--- src/rtl/dseu_pkg.sv ---
// Shared constants, types and codes for the disjoint-set edge union block.
// No dependencies; every other file of the block imports this package.
package dseu_pkg;

	localparam int MAX_NODES = 1024;
	localparam int IDX_W     = $clog2(MAX_NODES);
	localparam int CNT_W     = IDX_W + 1;

	typedef enum logic [3:0] {
		ST_CLEAR,
		ST_IDLE,
		ST_CHECK,
		ST_FIND_INIT,
		ST_FIND,
		ST_COMP_INIT,
		ST_COMP,
		ST_LINK,
		ST_FINISH
	} dseu_state_t;

	typedef enum logic [3:0] {
		OP_NONE,
		OP_CLEAR,
		OP_LOAD,
		OP_FIND_INIT,
		OP_FIND_STEP,
		OP_COMP_INIT,
		OP_COMP_STEP,
		OP_LINK,
		OP_RESULT
	} dseu_op_t;

	typedef struct packed {
		dseu_op_t op;
		logic     phase_b;
	} dseu_cmd_t;

	typedef struct packed {
		logic clr_last;
		logic bad;
		logic rd_is_root;
		logic start_is_root;
		logic roots_differ;
	} dseu_sts_t;

endpackage

--- src/rtl/dseu_ctrl.sv ---
// Controller: sequences the clearing pass, both root walks with compression,
// the link and the result hand-off. Depends on dseu_pkg.
module dseu_ctrl (
	input  logic                clk,
	input  logic                arst_n,
	input  logic                cfg_we,
	input  logic                in_valid,
	output logic                in_ready,
	output logic                out_valid,
	input  logic                out_ready,
	input  dseu_pkg::dseu_sts_t sts,
	output dseu_pkg::dseu_cmd_t cmd
);
	import dseu_pkg::*;

	dseu_state_t state_q, state_d;
	logic        phase_q, phase_d;
	logic        out_valid_q;

	always_ff @(posedge clk or negedge arst_n) begin
		if (!arst_n) begin
			state_q     <= ST_CLEAR;
			phase_q     <= 1'b0;
			out_valid_q <= 1'b0;
		end else begin
			state_q <= state_d;
			phase_q <= phase_d;
			if (cmd.op == OP_RESULT) begin
				out_valid_q <= 1'b1;
			end else if (out_ready) begin
				out_valid_q <= 1'b0;
			end
		end
	end

	always_comb begin
		state_d     = state_q;
		phase_d     = phase_q;
		cmd.op      = OP_NONE;
		cmd.phase_b = phase_q;
		in_ready    = 1'b0;
		case (state_q)
			ST_CLEAR: begin
				cmd.op = OP_CLEAR;
				if (sts.clr_last) begin
					state_d = ST_IDLE;
				end
			end
			ST_IDLE: begin
				in_ready = 1'b1;
				if (in_valid) begin
					cmd.op  = OP_LOAD;
					state_d = ST_CHECK;
				end
			end
			ST_CHECK: begin
				if (sts.bad) begin
					state_d = ST_FINISH;
				end else begin
					phase_d = 1'b0;
					state_d = ST_FIND_INIT;
				end
			end
			ST_FIND_INIT: begin
				cmd.op  = OP_FIND_INIT;
				state_d = ST_FIND;
			end
			ST_FIND: begin
				cmd.op = OP_FIND_STEP;
				if (sts.rd_is_root) begin
					state_d = ST_COMP_INIT;
				end
			end
			ST_COMP_INIT: begin
				cmd.op = OP_COMP_INIT;
				if (sts.start_is_root) begin
					if (phase_q) begin
						state_d = ST_LINK;
					end else begin
						phase_d = 1'b1;
						state_d = ST_FIND_INIT;
					end
				end else begin
					state_d = ST_COMP;
				end
			end
			ST_COMP: begin
				cmd.op = OP_COMP_STEP;
				if (sts.rd_is_root) begin
					if (phase_q) begin
						state_d = ST_LINK;
					end else begin
						phase_d = 1'b1;
						state_d = ST_FIND_INIT;
					end
				end
			end
			ST_LINK: begin
				cmd.op  = OP_LINK;
				state_d = ST_FINISH;
			end
			ST_FINISH: begin
				if (!out_valid_q || out_ready) begin
					cmd.op  = OP_RESULT;
					state_d = ST_IDLE;
				end
			end
			default: begin
				state_d = ST_CLEAR;
			end
		endcase
		// A node count write restarts the clearing pass of the parent memory.
		if (cfg_we) begin
			state_d = ST_CLEAR;
		end
	end

	assign out_valid = out_valid_q;

endmodule

--- config.mk ---
export PLATFORM = sky130hd
export DESIGN_NAME = dseu_ctrl
export DESIGN_NICKNAME = d
export VERILOG_FILES = /design/src/rtl/dseu_pkg.sv /design/src/rtl/dseu_ctrl.sv
export SDC_FILE = /design/constraint.sdc
export NUM_CORES = 1
export LEC_CHECK = 0
export BUFFER_PORTS_ARGS = -buffer_cell sky130_fd_sc_hd__buf_2
export CAP_MARGIN = 20
export CORE_AREA = 2 2 39 41
export CTS_BUF_LIST = sky130_fd_sc_hd__clkbuf_8
export CTS_CLUSTER_DIAMETER = 200
export DETAILED_ROUTE_END_ITERATION = 12
export DIE_AREA = 0 0 41 43
export PLACE_DENSITY = 0.63
export SYNTH_ARGS = -nofsm -noshare
export SYNTH_HDL_FRONTEND = slang
export SYNTH_SLANG_ARGS = --single-unit
--- constraint.sdc ---
create_clock -name clk -period 3.31 [get_ports clk]
set_clock_uncertainty 0.1 [all_clocks]
set_input_delay 0.662 -clock clk [delete_from_list [all_inputs] [get_ports clk]]
set_output_delay 0.662 -clock clk [all_outputs]
set_load 0.02 [all_outputs]
# ---- Word level (Yosys, flattened, before mapping)
# Index checks and enable logic that the tools add are counted.
dict set report totals {
  register_bits 6
  input_bits 10
  output_inout_bits 7
  wordCells 47
}
dict set report op_classes {
  n_eq_ne 17
  mux 20
  reduce_logical 7
}
# op n
set op_table {}
lappend op_table {{$mux W4} 9}
lappend op_table {{$pmux W4 S9} 1}
lappend op_table {{$pmux W4 S8} 1}
lappend op_table {{$eq A4 B3 Y1 const B} 4}
lappend op_table {{$ne A3 B3 Y1 const B} 5}
lappend op_table {{$eq A4 B2 Y1 const B} 2}
lappend op_table {{$eq A4 B4 Y1 const B} 2}
lappend op_table {{$mux W1} 6}
lappend op_table {{$ne A2 B2 Y1 const B} 3}
lappend op_table {{$reduce_and A5 Y1} 1}
lappend op_table {{$eq A4 B1 Y1 const B} 1}
lappend op_table {{$logic_not A4 Y1} 1}
lappend op_table {{$reduce_and A4 Y1} 1}
lappend op_table {{$mux W3} 1}
lappend op_table {{$pmux W1 S3} 1}
lappend op_table {{$reduce_bool A3 Y1} 1}
lappend op_table {{$mux W2} 1}
lappend op_table {{$reduce_bool A2 Y1} 1}
lappend op_table {{$logic_not A1 Y1} 1}
lappend op_table {{$logic_or A1 B1 Y1} 1}

# ---- Depth between registers and ports, before layout
dict set report depth {
  depth_word 6
  depth_mapped 6
  mapped_depth_nobuf 4
}

# ---- Worst setup path after synthesis
# Ideal clock, no wire load.
dict set report synth_timing {
  kind {reg-to-output}
  from {register state_q[1]}
  to {output cmd[4] in the netlist's numbering}
  t_arrival_ns 1.252
  setup_slack_ns 1.296
  stages_incl_launch_ff 5
  cell_sequence {dfrtp_1 > buf_2 > nor3_1 > nand2_1 > nor2_1}
}
# item line_no
set synth_lines {}
lappend synth_lines {{start, declared} dseu_ctrl.sv:16} ;# dseu_state_t state_q, state_d;
lappend synth_lines {{start signal, assigned} dseu_ctrl.sv:26} ;# state_q <= state_d;
lappend synth_lines {{end, declared} dseu_ctrl.sv:12} ;# output dseu_pkg::dseu_cmd_t cmd

==> metrics.md <==
| Metric | Value |
|---|---|
| WP data required | 2.55 ns |
| Slew @ Worst Pin | 0.471 ns |
| CORE AREA | 0.00138 sq mm |
| Final TNS setup | 0 ns |
| Highest-count cells in the layout ignoring fill and taps | 15 x buf_2, 7 x a21oi_1, 6 x dfrtp_1 |
| YS warnings | 0 |
| Clock sink count | 6 |
| Layout cells sized above 1 | 0.303 |
| Die Ht | 43 um |
| Cts hold-fix bufs | 0 |
| Vias in the first global route | 443 |
| Critical path type | reg -> out |
| GRT Overall Usage | 0.146 |
| Crit path capture type | output pin |
| Initial antenna violation count | 0 |
| Syn Nets | 74 |
| Largest net degree at the start of global routing | 18 |
| CP max stage delay | 0.54 ns |
| CP bufs+invs | 1 |
| Synthesis-to-layout area growth | 17.9% |
| Family with the most delay on the worst path | simple AND/OR/NAND/NOR gates |
| Post-Synthesis Cells | 64 |
| Fmax achieved | 436 MHz |
| Mapped Area | 509 sq um |
| Unique masters post-synth | 29 |
| Hold violation count in the final report | 0 |
| Outcome | finished clean |
| Number of CTS-inserted buffers | 3 |
| Initial core utilization | 0.368 |
| H-tree levels | 1 |
| # diodes | 0 |
| Critical Path Fanout Max | 17 |
| Worst path cell trace | nor3_1, nand2_1, nor2_1, buf_2 |
| Arrival @ worst endpoint | 1.53 ns |
| Leak | 0.000266 uW |
| Post-synth top area share | 0.295 |
| Grt total ovfl | 0 |
| Die area | 0.00176 sq mm |
| Sequential area share after synthesis | 0.295 |
| Placer Congestion | 0.719 |
| Vias post-DR | 481 |
| Worst VDD drop | 0.245 mV |
| Clock Latency Late Sink | 0.22 ns |
| CTS resizes | 0 |
| Dpl cell area | 559 sq um |
| CTS tree | built |
| Post-DR wirelength/cell | 11.2 um |
| Rel. slew slack | 0.686 |
| Tmin final | 2.29 ns |
| Reg area | 150 sq um |
| Final wirelength | 1.03 mm |
| Overall Power | 282 uW |
| IO buf count | 15 |
| # setup viols final | 0 |
| First-pass GRT wire length | 1.75 mm |
| Drt first-iter violations | 6 |
| Commonest non-fill, non-tap cell in the layout | buf_2 |
| Final instance area | 601 sq um |
| Vias/cell | 5.23 |
| CP max stage cell | dfrtp_1 |
| Io pins | 17 |
| Num rows | 14 |
| Post-CTS setup buffer count | 0 |
| Pwr per Cell Area | 470 mW/mm^2 |
| Die width | 41 um |
| Post-synth top area cell | dfrtp_1 |
| Avg Inst Size Synth | 7.96 sq um |
| Synth top area cells | dfrtp_1 29%, a21oi_1 6.9%, nor2b_1 6.1% |
| Fin crit share | 0.692 |
| Area of the multi-input gates | 310 sq um |
| Non-Filler Instances | 92 |
| Max Buffers Root-to-Sink | 2 |
| Placed Cells | 89 |
| DRC | 0 |
| Antenna Violating Nets Remaining | 0 |
| Max Cap Viol | 0 |
| Unrepaired setup endpoints after global routing | false |
| Pins Over Slew Limit | 0 |
| Hold Path Class | in -> async |
| #FFs+latches synth | 6 |
| CTS root buf | clkbuf_8 |
| DR pass1 iterations | 4 |
| Clock slew at reported path FFs | 0.03 ns |
| Detailed Place HPWL | 794 um |
| Filler Cells Inserted | 149 |
| Fin nets | 88 |
| Startpoint types | flop |
-- routing by layer --
layer	part of all wire	GRT usage	wire length, um	up-vias
li1	-	-	-	252
met3	0.036	0.0157	37	2
met5	0	0	0	-
met4	0.0078	0.100	8	0
met2	0.47	0.209	486	8
met1	0.48	0.195	496	219
-- logic make-up (layout without fill, tap and decap cells) --
group | count (synthesis) | count (layout) | share of synthesized area
compound gates | 20 | 20 | 0.248
buf+inv | 7 | 19 | 0.0958
flops | 6 | 6 | 0.295
mux | 1 | 1 | 0.0197
simple gates | 30 | 30 | 0.342
-- sequential cells by signal, summed over array words and instances (netlist names) --
signal and cells:
out_valid 1, phase_q 1, state_q 4
-- cell usage after synthesis --
cell      instances
nand3b_1          1
a211oi_2          1
nor2_1            5
or3b_2            1
a21o_1            1
o21ai_2           1
a31oi_1           3
nor3_1            4
nor2b_1           5
o21ai_0           3
a211oi_1          2
o22ai_1           1
nand4b_1          1
and2_1            3
buf_6             2
inv_1             1
buf_4             1
nand2b_1          2
nor4_1            1
mux2i_1           1
o31ai_1           1
dfrtp_1           6
or2_2             1
buf_2             3
or3_4             1
nand2_1           3
a21oi_1           7
nand3_1           1
nor3b_1           1
-- area by class of cell --
type	count	share of cell area
Multi-Input combinational cell	51	0.517
Sequential cell	6	0.250
Timing Repair Buffer	15	0.125
Clock buffer	3	0.0687
Tap cell	16	0.0333
Inverter	1	0.00625
-- per-stage QoR --
| step | setup slack (ns) | utilization | hold slack [ns] |
|---|---|---|---|
| floorplan | 1.30 | - | 0.266 |
| global placement | 1.25 | 0.404 | 0.385 |
| detailed placement | 1.25 | 0.404 | 0.388 |
| CTS | 1.01 | 0.434 | 0.157 |
| global route | 0.930 | 0.434 | 0.168 |
| finish | 1.02 | 0.434 | 0.158 |
-- power breakdown --
part	switching (uW)	internal, uW
Sequential	16.7	79.1
Clock	27.3	77.7
Combinational	43.4	38.0
-- final timing paths --
check / startpoint / endpoint / slack [ns] / cells past startpoint
worst max-delay path: state_q[0] / cmd[4] / 1.02 / 4
worst min-delay path: arst_n / out_valid / 0.16 / 1
worst max register to register: state_q[0] / state_q[2] / 1.68 / 4
worst min register to register: phase_q / phase_q / 0.53 / 2
max in group asynchronous: arst_n / phase_q / 2.81 / 1
min in group clk: phase_q / phase_q / 0.53 / 2
Power figures use the tool's default switching activity.
